File: config.mk
export PLATFORM = sky130hd
export DESIGN_NAME = log_ambient_brightness_target
export DESIGN_NICKNAME = d
export VERILOG_FILES = /design/src/design/lbt_pkg.sv /design/src/design/lbt_div.sv /design/src/design/lbt_datapath.sv /design/src/design/lbt_ctrl.sv /design/src/design/log_ambient_brightness_target.sv
export SDC_FILE = /design/constraint.sdc
export NUM_CORES = 2
export LEC_CHECK = 0
export ABC_CLOCK_PERIOD_IN_PS = 30300
export BUFFER_PORTS_ARGS = -buffer_cell sky130_fd_sc_hd__buf_2
export CAP_MARGIN = 20
export CELL_PAD_IN_SITES_DETAIL_PLACEMENT = 0
export CELL_PAD_IN_SITES_GLOBAL_PLACEMENT = 1
export CORE_ASPECT_RATIO = 1.1
export CORE_MARGIN = 4
export CORE_UTILIZATION = 55
export CTS_CLUSTER_DIAMETER = 40
export CTS_CLUSTER_SIZE = 40
export DETAILED_ROUTE_END_ITERATION = 10
export PLACE_DENSITY_LB_ADDON = 0.1
export SLEW_MARGIN = 10
export SYNTH_ARGS = -nofsm -noshare
export SYNTH_HDL_FRONTEND = slang
export SYNTH_SLANG_ARGS = --single-unit
File: constraint.sdc
create_clock -name i_clk -period 30.3 [get_ports i_clk]
set_input_delay 4.545 -clock i_clk [delete_from_list [all_inputs] [get_ports i_clk]]
set_output_delay 4.545 -clock i_clk [all_outputs]
set_load 0.02 [all_outputs]
File: src/design/lbt_pkg.sv
// ============================================================================
// lbt_pkg
// Shared constants, controller/datapath interface types and constant
// dividers for the logarithmic brightness target block.
// ============================================================================
package lbt_pkg;

    localparam int LN2_MILLI      = 693;
    localparam int MANT_LIMIT     = 2000;
    localparam int MILLI          = 1000;
    // upper bound of y + t3/3 in the log series
    localparam int SERIES_MAX     = 345;
    localparam int POS_QW         = 10;
    localparam int DIV1000_RECIP  = 262;   // floor(2^18 / 1000)
    localparam int DIV3_RECIP     = 21;    // floor(2^6 / 3)

    localparam logic [1:0] LOG_DARK   = 2'd0;
    localparam logic [1:0] LOG_BRIGHT = 2'd1;
    localparam logic [1:0] LOG_SAMPLE = 2'd2;

    typedef struct packed {
        logic       capture;
        logic       load;
        logic       halve;
        logic       ydiv;
        logic       ysq;
        logic       d1;
        logic       mul2;
        logic       d2;
        logic       sum;
        logic       span;
        logic       pos_zero;
        logic       pos_sat;
        logic       pos_start;
        logic       pos_take;
        logic       scale;
        logic       finish;
        logic       push;
        logic [1:0] idx;
    } t_cmd;

    typedef struct packed {
        logic m_ge;
        logic div_busy;
        logic pos_zero;
        logic pos_ovf;
    } t_sts;

    // v / 1000 for v < 2^18: reciprocal estimate, then one correction
    function automatic logic [8:0] div1000(input logic [17:0] v);
        logic [26:0] prod;
        logic [8:0]  q0;
        logic [18:0] back;
        logic [18:0] rem;
        prod = 27'(v) * 27'(DIV1000_RECIP);
        q0   = prod[26:18];
        back = 19'(q0) * 19'(MILLI);
        rem  = {1'b0, v} - back;
        if (rem >= 19'(MILLI)) begin
            q0 = q0 + 9'd1;
        end
        return q0;
    endfunction

    // v / 3 for v < 48
    function automatic logic [3:0] div3(input logic [5:0] v);
        logic [10:0] prod;
        logic [4:0]  q0;
        logic [6:0]  back;
        logic [6:0]  rem;
        prod = 11'(v) * 11'(DIV3_RECIP);
        q0   = prod[10:6];
        back = 7'(q0) * 7'(3);
        rem  = 7'(v) - back;
        if (rem >= 7'(3)) begin
            q0 = q0 + 5'd1;
        end
        return 4'(q0);
    endfunction

endpackage

File: src/design/lbt_div.sv
// ============================================================================
// lbt_div
// Restoring divider, one quotient bit per cycle. The dividend must be
// below divisor * 2^Q_W.
// ============================================================================
module lbt_div #(
    parameter int DVS_W = 13,
    parameter int Q_W   = 10
) (
    input  logic                   i_clk,
    input  logic                   i_rst_n,
    input  logic                   i_start,
    input  logic [DVS_W+Q_W-1:0]   i_dividend,
    input  logic [DVS_W-1:0]       i_divisor,
    output logic                   o_busy,
    output logic [Q_W-1:0]         o_quotient
);

    localparam int CNT_W = $clog2(Q_W + 1);

    logic [DVS_W-1:0] r_rem;
    logic [Q_W-1:0]   r_quo;
    logic [DVS_W-1:0] r_dvs;
    logic [CNT_W-1:0] r_cnt;
    logic             r_busy;

    logic [DVS_W:0]   trial;
    logic [DVS_W:0]   diff;
    logic             ge;

    assign trial = {r_rem, r_quo[Q_W-1]};
    assign diff  = trial - {1'b0, r_dvs};
    assign ge    = trial >= {1'b0, r_dvs};

    always_ff @(posedge i_clk) begin
        if (!i_rst_n) begin
            r_busy <= 1'b0;
            r_cnt  <= '0;
        end else if (i_start) begin
            r_busy <= 1'b1;
            r_cnt  <= CNT_W'(Q_W);
        end else if (r_busy) begin
            r_cnt <= r_cnt - CNT_W'(1);
            if (r_cnt == CNT_W'(1)) begin
                r_busy <= 1'b0;
            end
        end
    end

    always_ff @(posedge i_clk) begin
        if (i_start) begin
            r_rem <= i_dividend[DVS_W+Q_W-1:Q_W];
            r_quo <= i_dividend[Q_W-1:0];
            r_dvs <= i_divisor;
        end else if (r_busy) begin
            r_rem <= ge ? diff[DVS_W-1:0] : trial[DVS_W-1:0];
            r_quo <= {r_quo[Q_W-2:0], ge};
        end
    end

    assign o_busy     = r_busy;
    assign o_quotient = r_quo;

endmodule

File: src/design/lbt_datapath.sv
// ============================================================================
// lbt_datapath
// Log approximation, position division, linear mapping, bias and clamp,
// and the output register.
// ============================================================================
module lbt_datapath import lbt_pkg::*; #(
    parameter int SENSOR_BITS = 12
) (
    input  logic                    i_clk,
    input  logic                    i_rst_n,
    input  t_cmd                    i_cmd,
    output t_sts                    o_sts,
    input  logic [SENSOR_BITS-1:0]  i_light_sample,
    input  logic                    i_auto_mode,
    input  logic [7:0]              i_manual_brightness,
    input  logic signed [8:0]       i_brightness_bias,
    input  logic [11:0]             i_dark_count,
    input  logic [11:0]             i_bright_count,
    input  logic [7:0]              i_level_min,
    input  logic [7:0]              i_level_max,
    output logic [7:0]              o_brightness
);

    localparam int M_W   = SENSOR_BITS + 10;
    localparam int K_W   = $clog2(SENSOR_BITS + 1);
    localparam int LOG_W = $clog2(LN2_MILLI * SENSOR_BITS + 2 * SERIES_MAX + 1);
    localparam int NUM_W = LOG_W + POS_QW;

    logic [SENSOR_BITS-1:0] r_sample;
    logic [M_W-1:0]         r_m;
    logic [K_W-1:0]         r_k;
    logic [8:0]             r_y;
    logic [17:0]            r_p;
    logic [6:0]             r_a;
    logic [5:0]             r_t3;
    logic [LOG_W-1:0]       r_log_d;
    logic [LOG_W-1:0]       r_log_b;
    logic [LOG_W-1:0]       r_log_s;
    logic [NUM_W-1:0]       r_num;
    logic [LOG_W-1:0]       r_span;
    logic                   r_num_zero;
    logic                   r_neg_differ;
    logic [9:0]             r_pos;
    logic [17:0]            r_prod;
    logic                   r_prod_neg;
    logic [7:0]             r_res;
    logic [7:0]             r_brightness;

    logic [SENSOR_BITS-1:0] x_sel;
    logic [SENSOR_BITS-1:0] x_one;
    logic [10:0]            m_low;
    logic [9:0]             m_off;
    logic [19:0]            y_num;
    logic [11:0]            y_den;
    logic [NUM_W-1:0]       div_dividend;
    logic [LOG_W-1:0]       div_divisor;
    logic                   div_busy;
    logic [POS_QW-1:0]      div_q;
    logic [9:0]             series;
    logic [LOG_W-1:0]       log_val;
    logic signed [LOG_W:0]  diff_n;
    logic signed [LOG_W:0]  diff_s;
    logic [LOG_W-1:0]       num_mag;
    logic [LOG_W-1:0]       span_mag;
    logic signed [8:0]      hl;
    logic [7:0]             hl_mag;
    logic [8:0]             step;
    logic signed [10:0]     lo_s;
    logic signed [10:0]     hi_s;
    logic signed [10:0]     curve;
    logic signed [10:0]     tgt;

    always_comb begin
        case (i_cmd.idx)
            LOG_DARK:   x_sel = SENSOR_BITS'(i_dark_count);
            LOG_BRIGHT: x_sel = SENSOR_BITS'(i_bright_count);
            default:    x_sel = r_sample;
        endcase
    end

    assign x_one = (x_sel == '0) ? SENSOR_BITS'(1) : x_sel;

    // mantissa lies in [1000, 2000) once the halving loop ends
    assign m_low = r_m[10:0];
    assign m_off = 10'(m_low - 11'(MILLI));
    assign y_num = 20'(m_off) * 20'(MILLI);
    assign y_den = 12'(m_low) + 12'(MILLI);

    assign div_dividend = i_cmd.pos_start ? r_num  : NUM_W'(y_num);
    assign div_divisor  = i_cmd.pos_start ? r_span : LOG_W'(y_den);

    lbt_div #(
        .DVS_W (LOG_W),
        .Q_W   (POS_QW)
    ) u_div (
        .i_clk      (i_clk),
        .i_rst_n    (i_rst_n),
        .i_start    (i_cmd.ydiv | i_cmd.pos_start),
        .i_dividend (div_dividend),
        .i_divisor  (div_divisor),
        .o_busy     (div_busy),
        .o_quotient (div_q)
    );

    // fifth-order term stays below 5 and truncates to zero
    assign series  = 10'(r_y) + 10'(div3(r_t3));
    assign log_val = LOG_W'(r_k) * LOG_W'(LN2_MILLI) + LOG_W'({series, 1'b0});

    assign diff_n   = $signed({1'b0, r_log_d}) - $signed({1'b0, r_log_s});
    assign diff_s   = $signed({1'b0, r_log_d}) - $signed({1'b0, r_log_b});
    assign num_mag  = diff_n[LOG_W] ? LOG_W'(-diff_n) : diff_n[LOG_W-1:0];
    assign span_mag = diff_s[LOG_W] ? LOG_W'(-diff_s) : diff_s[LOG_W-1:0];

    assign hl     = $signed({1'b0, i_level_max}) - $signed({1'b0, i_level_min});
    assign hl_mag = hl[8] ? 8'(-hl) : hl[7:0];

    assign step  = div1000(r_prod);
    assign lo_s  = $signed({3'b000, i_level_min});
    assign hi_s  = $signed({3'b000, i_level_max});
    assign curve = r_prod_neg ? (lo_s - $signed({2'b00, step}))
                              : (lo_s + $signed({2'b00, step}));

    always_comb begin
        if (i_auto_mode) begin
            tgt = curve + 11'(i_brightness_bias);
        end else begin
            tgt = $signed({3'b000, i_manual_brightness});
        end
    end

    always_ff @(posedge i_clk) begin
        if (i_cmd.capture) begin
            r_sample <= i_light_sample;
        end
        if (i_cmd.load) begin
            r_m <= M_W'(x_one) * M_W'(MILLI);
            r_k <= '0;
        end else if (i_cmd.halve) begin
            r_m <= r_m >> 1;
            r_k <= r_k + K_W'(1);
        end
        if (i_cmd.ysq) begin
            r_y <= div_q[8:0];
            r_p <= 18'(div_q[8:0]) * 18'(div_q[8:0]);
        end else if (i_cmd.mul2) begin
            r_p <= 18'(r_a) * 18'(r_y);
        end
        if (i_cmd.d1) begin
            r_a <= 7'(div1000(r_p));
        end
        if (i_cmd.d2) begin
            r_t3 <= 6'(div1000(r_p));
        end
        if (i_cmd.sum) begin
            case (i_cmd.idx)
                LOG_DARK:   r_log_d <= log_val;
                LOG_BRIGHT: r_log_b <= log_val;
                default:    r_log_s <= log_val;
            endcase
        end
        if (i_cmd.span) begin
            r_num        <= NUM_W'(num_mag) * NUM_W'(MILLI);
            r_span       <= span_mag;
            r_num_zero   <= (num_mag == '0);
            r_neg_differ <= diff_n[LOG_W] ^ diff_s[LOG_W];
        end
        if (i_cmd.pos_zero) begin
            r_pos <= '0;
        end else if (i_cmd.pos_sat) begin
            r_pos <= 10'(MILLI);
        end else if (i_cmd.pos_take) begin
            r_pos <= (div_q > 10'(MILLI)) ? 10'(MILLI) : div_q;
        end
        if (i_cmd.scale) begin
            r_prod     <= 18'(hl_mag) * 18'(r_pos);
            r_prod_neg <= hl[8];
        end
        if (i_cmd.finish) begin
            if (tgt < lo_s) begin
                r_res <= i_level_min;
            end else if (tgt > hi_s) begin
                r_res <= i_level_max;
            end else begin
                r_res <= tgt[7:0];
            end
        end
        if (i_cmd.push) begin
            r_brightness <= r_res;
        end
    end

    assign o_sts.m_ge     = r_m >= M_W'(MANT_LIMIT);
    assign o_sts.div_busy = div_busy;
    assign o_sts.pos_zero = (r_span == '0) | r_num_zero | r_neg_differ;
    assign o_sts.pos_ovf  = r_num >= {r_span, POS_QW'(0)};

    assign o_brightness = r_brightness;

endmodule

File: src/design/lbt_ctrl.sv
// ============================================================================
// lbt_ctrl
// Sequencer for the brightness datapath: in auto mode three log evaluations,
// position division and mapping; then the clamp and the output handshake.
// ============================================================================
module lbt_ctrl import lbt_pkg::*; (
    input  logic i_clk,
    input  logic i_rst_n,
    input  logic i_in_valid,
    output logic o_in_ready,
    output logic o_out_valid,
    input  logic i_out_ready,
    input  logic i_auto_mode,
    input  t_sts i_sts,
    output t_cmd o_cmd
);

    localparam logic [3:0] S_IDLE  = 4'd0;
    localparam logic [3:0] S_LOAD  = 4'd1;
    localparam logic [3:0] S_HALVE = 4'd2;
    localparam logic [3:0] S_YWAIT = 4'd3;
    localparam logic [3:0] S_D1    = 4'd4;
    localparam logic [3:0] S_MUL2  = 4'd5;
    localparam logic [3:0] S_D2    = 4'd6;
    localparam logic [3:0] S_SUM   = 4'd7;
    localparam logic [3:0] S_SPAN  = 4'd8;
    localparam logic [3:0] S_POS   = 4'd9;
    localparam logic [3:0] S_PWAIT = 4'd10;
    localparam logic [3:0] S_SCALE = 4'd11;
    localparam logic [3:0] S_FINAL = 4'd12;
    localparam logic [3:0] S_DONE  = 4'd13;

    logic [3:0] r_state;
    logic [3:0] n_state;
    logic [1:0] r_idx;
    logic [1:0] n_idx;
    logic       r_out_valid;
    logic       n_out_valid;

    always_comb begin
        n_state   = r_state;
        n_idx     = r_idx;
        o_cmd     = '0;
        o_cmd.idx = r_idx;
        unique case (r_state)
            S_IDLE: begin
                if (i_in_valid) begin
                    o_cmd.capture = 1'b1;
                    n_idx         = LOG_DARK;
                    n_state       = i_auto_mode ? S_LOAD : S_FINAL;
                end
            end
            S_LOAD: begin
                o_cmd.load = 1'b1;
                n_state    = S_HALVE;
            end
            S_HALVE: begin
                if (i_sts.m_ge) begin
                    o_cmd.halve = 1'b1;
                end else begin
                    o_cmd.ydiv = 1'b1;
                    n_state    = S_YWAIT;
                end
            end
            S_YWAIT: begin
                if (!i_sts.div_busy) begin
                    o_cmd.ysq = 1'b1;
                    n_state   = S_D1;
                end
            end
            S_D1: begin
                o_cmd.d1 = 1'b1;
                n_state  = S_MUL2;
            end
            S_MUL2: begin
                o_cmd.mul2 = 1'b1;
                n_state    = S_D2;
            end
            S_D2: begin
                o_cmd.d2 = 1'b1;
                n_state  = S_SUM;
            end
            S_SUM: begin
                o_cmd.sum = 1'b1;
                if (r_idx == LOG_SAMPLE) begin
                    n_state = S_SPAN;
                end else begin
                    n_idx   = r_idx + 2'd1;
                    n_state = S_LOAD;
                end
            end
            S_SPAN: begin
                o_cmd.span = 1'b1;
                n_state    = S_POS;
            end
            S_POS: begin
                if (i_sts.pos_zero) begin
                    o_cmd.pos_zero = 1'b1;
                    n_state        = S_SCALE;
                end else if (i_sts.pos_ovf) begin
                    o_cmd.pos_sat = 1'b1;
                    n_state       = S_SCALE;
                end else begin
                    o_cmd.pos_start = 1'b1;
                    n_state         = S_PWAIT;
                end
            end
            S_PWAIT: begin
                if (!i_sts.div_busy) begin
                    o_cmd.pos_take = 1'b1;
                    n_state        = S_SCALE;
                end
            end
            S_SCALE: begin
                o_cmd.scale = 1'b1;
                n_state     = S_FINAL;
            end
            S_FINAL: begin
                o_cmd.finish = 1'b1;
                n_state      = S_DONE;
            end
            S_DONE: begin
                if (!r_out_valid || i_out_ready) begin
                    o_cmd.push = 1'b1;
                    n_state    = S_IDLE;
                end
            end
            default: begin
                n_state = S_IDLE;
            end
        endcase
    end

    always_comb begin
        n_out_valid = r_out_valid;
        if (r_out_valid && i_out_ready) begin
            n_out_valid = 1'b0;
        end
        if (o_cmd.push) begin
            n_out_valid = 1'b1;
        end
    end

    always_ff @(posedge i_clk) begin
        if (!i_rst_n) begin
            r_state     <= S_IDLE;
            r_idx       <= LOG_DARK;
            r_out_valid <= 1'b0;
        end else begin
            r_state     <= n_state;
            r_idx       <= n_idx;
            r_out_valid <= n_out_valid;
        end
    end

    assign o_in_ready  = (r_state == S_IDLE);
    assign o_out_valid = r_out_valid;

endmodule

File: src/design/log_ambient_brightness_target.sv
// ============================================================================
// log_ambient_brightness_target
// Maps one light-sensor sample to a display brightness. In auto mode the
// sample's position between the dark and bright counts on a milli-scaled
// natural-log scale is mapped linearly onto level_min..level_max, the bias
// is added and the result clamped; in manual mode manual_brightness is
// clamped. One item is processed at a time. Manual mode skips the log
// evaluations. In auto mode each of the three logs halves its mantissa k
// times (k from 0 to SENSOR_BITS-1, one halving per cycle) and then waits
// on the shared one-bit-per-cycle divider, which the position division
// reuses. Either mode can also wait on the output. A finished result
// waits in an output register while the next item is accepted.
// ============================================================================
module log_ambient_brightness_target import lbt_pkg::*; #(
    parameter int SENSOR_BITS = 12
) (
    input  logic                    i_clk,
    input  logic                    i_rst_n,
    input  logic                    i_in_valid,
    output logic                    o_in_ready,
    input  logic [SENSOR_BITS-1:0]  i_light_sample,
    output logic                    o_out_valid,
    input  logic                    i_out_ready,
    output logic [7:0]              o_brightness,
    input  logic                    psel,
    input  logic                    penable,
    input  logic                    pwrite,
    input  logic [4:0]              paddr,
    input  logic [31:0]             pwdata,
    output logic [31:0]             prdata,
    output logic                    pready
);

    localparam logic [2:0] REG_AUTO   = 3'd0;
    localparam logic [2:0] REG_MANUAL = 3'd1;
    localparam logic [2:0] REG_BIAS   = 3'd2;
    localparam logic [2:0] REG_DARK   = 3'd3;
    localparam logic [2:0] REG_BRIGHT = 3'd4;
    localparam logic [2:0] REG_MIN    = 3'd5;
    localparam logic [2:0] REG_MAX    = 3'd6;

    logic              r_auto_mode;
    logic [7:0]        r_manual_brightness;
    logic signed [8:0] r_brightness_bias;
    logic [11:0]       r_dark_count;
    logic [11:0]       r_bright_count;
    logic [7:0]        r_level_min;
    logic [7:0]        r_level_max;

    logic              wr_en;
    logic [2:0]        reg_idx;
    t_cmd              w_cmd;
    t_sts              w_sts;

    assign wr_en   = psel & penable & pwrite;
    assign reg_idx = paddr[4:2];
    assign pready  = 1'b1;

    always_ff @(posedge i_clk) begin
        if (!i_rst_n) begin
            r_auto_mode         <= 1'b1;
            r_manual_brightness <= 8'd128;
            r_brightness_bias   <= '0;
            r_dark_count        <= 12'd50;
            r_bright_count      <= 12'd3000;
            r_level_min         <= 8'd2;
            r_level_max         <= 8'd255;
        end else if (wr_en) begin
            unique case (reg_idx)
                REG_AUTO:   r_auto_mode         <= pwdata[0];
                REG_MANUAL: r_manual_brightness <= pwdata[7:0];
                REG_BIAS:   r_brightness_bias   <= $signed(pwdata[8:0]);
                REG_DARK:   r_dark_count        <= pwdata[11:0];
                REG_BRIGHT: r_bright_count      <= pwdata[11:0];
                REG_MIN:    r_level_min         <= pwdata[7:0];
                REG_MAX:    r_level_max         <= pwdata[7:0];
                default: begin
                end
            endcase
        end
    end

    always_comb begin
        unique case (reg_idx)
            REG_AUTO:   prdata = {31'd0, r_auto_mode};
            REG_MANUAL: prdata = {24'd0, r_manual_brightness};
            REG_BIAS:   prdata = {23'd0, r_brightness_bias};
            REG_DARK:   prdata = {20'd0, r_dark_count};
            REG_BRIGHT: prdata = {20'd0, r_bright_count};
            REG_MIN:    prdata = {24'd0, r_level_min};
            REG_MAX:    prdata = {24'd0, r_level_max};
            default:    prdata = '0;
        endcase
    end

    lbt_ctrl u_ctrl (
        .i_clk       (i_clk),
        .i_rst_n     (i_rst_n),
        .i_in_valid  (i_in_valid),
        .o_in_ready  (o_in_ready),
        .o_out_valid (o_out_valid),
        .i_out_ready (i_out_ready),
        .i_auto_mode (r_auto_mode),
        .i_sts       (w_sts),
        .o_cmd       (w_cmd)
    );

    lbt_datapath #(
        .SENSOR_BITS (SENSOR_BITS)
    ) u_datapath (
        .i_clk               (i_clk),
        .i_rst_n             (i_rst_n),
        .i_cmd               (w_cmd),
        .o_sts               (w_sts),
        .i_light_sample      (i_light_sample),
        .i_auto_mode         (r_auto_mode),
        .i_manual_brightness (r_manual_brightness),
        .i_brightness_bias   (r_brightness_bias),
        .i_dark_count        (r_dark_count),
        .i_bright_count      (r_bright_count),
        .i_level_min         (r_level_min),
        .i_level_max         (r_level_max),
        .o_brightness        (o_brightness)
    );

`ifndef ASSERT_OFF
    a_no_div_overlap: assert property (@(posedge i_clk) disable iff (!i_rst_n)
        (w_cmd.ydiv || w_cmd.pos_start) |-> !w_sts.div_busy)
        else $error("divider started while busy");

    a_no_result_overwrite: assert property (@(posedge i_clk) disable iff (!i_rst_n)
        w_cmd.push |-> (!o_out_valid || i_out_ready))
        else $error("pending result overwritten");

    a_busy_after_accept: assert property (@(posedge i_clk) disable iff (!i_rst_n)
        (i_in_valid && o_in_ready) |=> !o_in_ready)
        else $error("second item accepted while first in flight");

    a_result_in_range: assert property (@(posedge i_clk) disable iff (!i_rst_n)
        (o_out_valid && (r_level_min <= r_level_max)) |->
        ((o_brightness >= r_level_min) && (o_brightness <= r_level_max)))
        else $error("brightness outside level range");
`endif

endmodule

==> impl_metrics.csv <==
group,metric,value,unit
setup_path,path_common_cell,"ha_1",
drt,drt_wl_total,85450,um
sta,slew_headroom,0.2571,
sta,skew,0.02977,ns
synth,synth_edf_count,223,
global_route,met3_usage,0.02488,
status,outcome,"finished, final reports clean",
floorplanning,fp.dieH,285.9,um
synth,seq_area_frac_synth,0.2185,
place,hpwl,69570,um
sta,fin_ws,14.69,ns
clocking,cts_sinks,310,
sta,hold_violations,0,
global_route,track_usage,0.2351,
drt,drc_errors,0,
setup_path,crit_family,"compound AO/OA/AOI/OAI gates",
drt,first_pass_iters,5,
drt,vias_per_cell,5.434,
setup_path,critPathBufInv,5,
clocking,post_cts_resized,0,
drt,initialDrtViolationCount,1379,
floorplanning,die_w,260.6,um
synth,yosys_warnings,0,
synth,synth_flop_cell,"edfxtp_1",
sta,layout_min_cycle_time,15.61,ns
global_route,overflow,0,
setup_path,criticalPathCategory,"flop to flop",
sta,rsz0062_at_grt,"false",
final_layout,fill_cells,6309,
clocking,cts_max_path_buffers,3,
synth,synthCells,4147,
sta,setup_tns,0,ns
floorplanning,fp.dieArea,74520,um^2
synth,synth_top_cells_by_area,"ha_1, edfxtp_1, fa_1",
drt,route.vias.total,28000,
final_layout,nNetsFinal,5192,
global_route,grt_max_degree,49,
global_route,grt_antenna_before_repair,2,
floorplanning,num_rows,101,
min_path,min_path_type,"flop to flop",
floorplanning,io_pins,99,
global_route,grt_pass1_vias,28700,
synth,netlist_area,38620,um^2
setup_path,crit_arrival,15.96,ns
drt,antenna_left,0,
place,place_ws,14.79,ns
synth,yosys_register_bits,310,
final_layout,drive_above_1_share,0.05516,
synth,ys_types,89,
synth,syn_area_per_cell,9.312,um^2
run,drv_cap,0,
synth,yosysTopAreaCellShare,0.2041,
final_layout,layout_common_cells,"inv_1, ha_1, nand2_1, fa_1, a21oi_1",
place,place.gp.congestion,0.8503,
clocking,clkLatencyLatePin,0.61,ns
place,portBuffers,55,
clocking,cts_setup_buffers,0,
final_layout,final_common_cell,"inv_1",
sta,fmax,64.07,MHz
setup_path,crit_path_start_kind,"flop",
setup_path,slowest_stage,"mux2i_1",
synth,async_flop_share,0,
synth,yosysTopAreaCell,"ha_1",
clocking,numCtsBuffers,48,
global_route,busiest_layer,"met2",
final_layout,final_cells,5153,
floorplanning,initial_core_util,0.5576,
final_layout,area_growth,7.767,%
sta,finalMaxSlewViolations,0,
setup_path,cp_slowest_stage_delay,0.72,ns
drt,wl_per_cell,16.58,um
sta,fin_crit_sh,0.5151,
global_route,grt_use_met2,0.4020,
sta,fin_hold_ws,0.4264,ns
global_route,met1_usage,0.3216,
setup_path,end_kind,"flop",
global_route,grt_first_pass_wirelength,144500,um
sta,final-setup-viol-count,0,
clocking,cts_tree,"built",
floorplanning,core,69250,um^2
setup_path,crit_required,30.66,ns
clocking,path_clk_slew,0.07,ns
clocking,htreeDepth,2,
clocking,root_buffer,"clkbuf_16",
sta,worst_pin_slew,1.110,ns
setup_path,path_max_fanout,12,
clocking,cts_hold_buf,0,
place,placed_cells,5057,
[routing by layer]
layer,share of wire,routed length (um)
met4,0.024,2036
met2,0.48,40630
met5,0,0
met3,0.035,3011
met1,0.47,39770
[kinds of logic after synthesis]
| kind of cell | share of synthesized area |
|---|---|
| flops | 0.2185 |
| simple gates | 0.1147 |
| fa+ha+maj | 0.3711 |
| xor+xnor | 0.06351 |
| compound gates | 0.1264 |
| other cells | 0.0001945 |
| mux | 0.02168 |
| buf+inv | 0.08389 |
[per-stage QoR]
step,utilization,area (um^2)
final,0.6009,41610
after global routing,0.6009,41610
after CTS,0.6002,41570
after detailed placement,0.5753,39840
after global placement,0.5753,39840
after floorplan,-,38690
[area by class of cell]
cell class / instances / area (um^2) / share of cell area
multi-input combinational: 3015 / 27040 / 0.6499
sequential: 310 / 8438 / 0.2028
inverter: 723 / 2716 / 0.06527
clock buffer: 49 / 1215 / 0.02919
tap: 927 / 1160 / 0.02787
timing repair buffer: 86 / 520.5 / 0.01251
clock inverter: 41 / 515.5 / 0.01239
antenna: 2 / 5.005 / 0.0001203
[flip-flops by register name, indices dropped and copies added, names as in the netlist, 18 cells and up]
signal / count
u_datapath.r_num: 21
u_datapath.r_prod: 18
u_datapath.r_m: 22
u_datapath.r_p: 18
[cells in the mapped netlist (53+ instances only)]
| cell | number |
|---|---|
| ha_1 | 630 |
| o21ai_0 | 152 |
| xnor2_1 | 199 |
| nor2b_1 | 53 |
| a21oi_1 | 242 |
| fa_1 | 322 |
| nor2_1 | 198 |
| o21bai_1 | 64 |
| edfxtp_1 | 223 |
| clkbuf_1 | 92 |
| xor2_1 | 81 |
| inv_1 | 722 |
| dfxtp_1 | 87 |
| mux2i_1 | 63 |
| nand3_1 | 58 |
| and2_1 | 80 |
| nand2_1 | 322 |
| a21o_1 | 80 |
[worst paths after layout]
kind,from,endpoint,slack (ns),depth (start not counted)
min reg2reg,u_datapath.r_res[1],u_datapath.o_brightness[1],0.43,0
min,u_datapath.r_res[1],u_datapath.o_brightness[1],0.43,0
max,u_datapath.r_prod[14],u_datapath.r_res[6],14.69,63
max reg2reg,u_datapath.r_prod[14],u_datapath.r_res[6],14.69,63
Power is not shown: default switching activity piles up to over one toggle a cycle in this logic, so the estimate is an artifact.
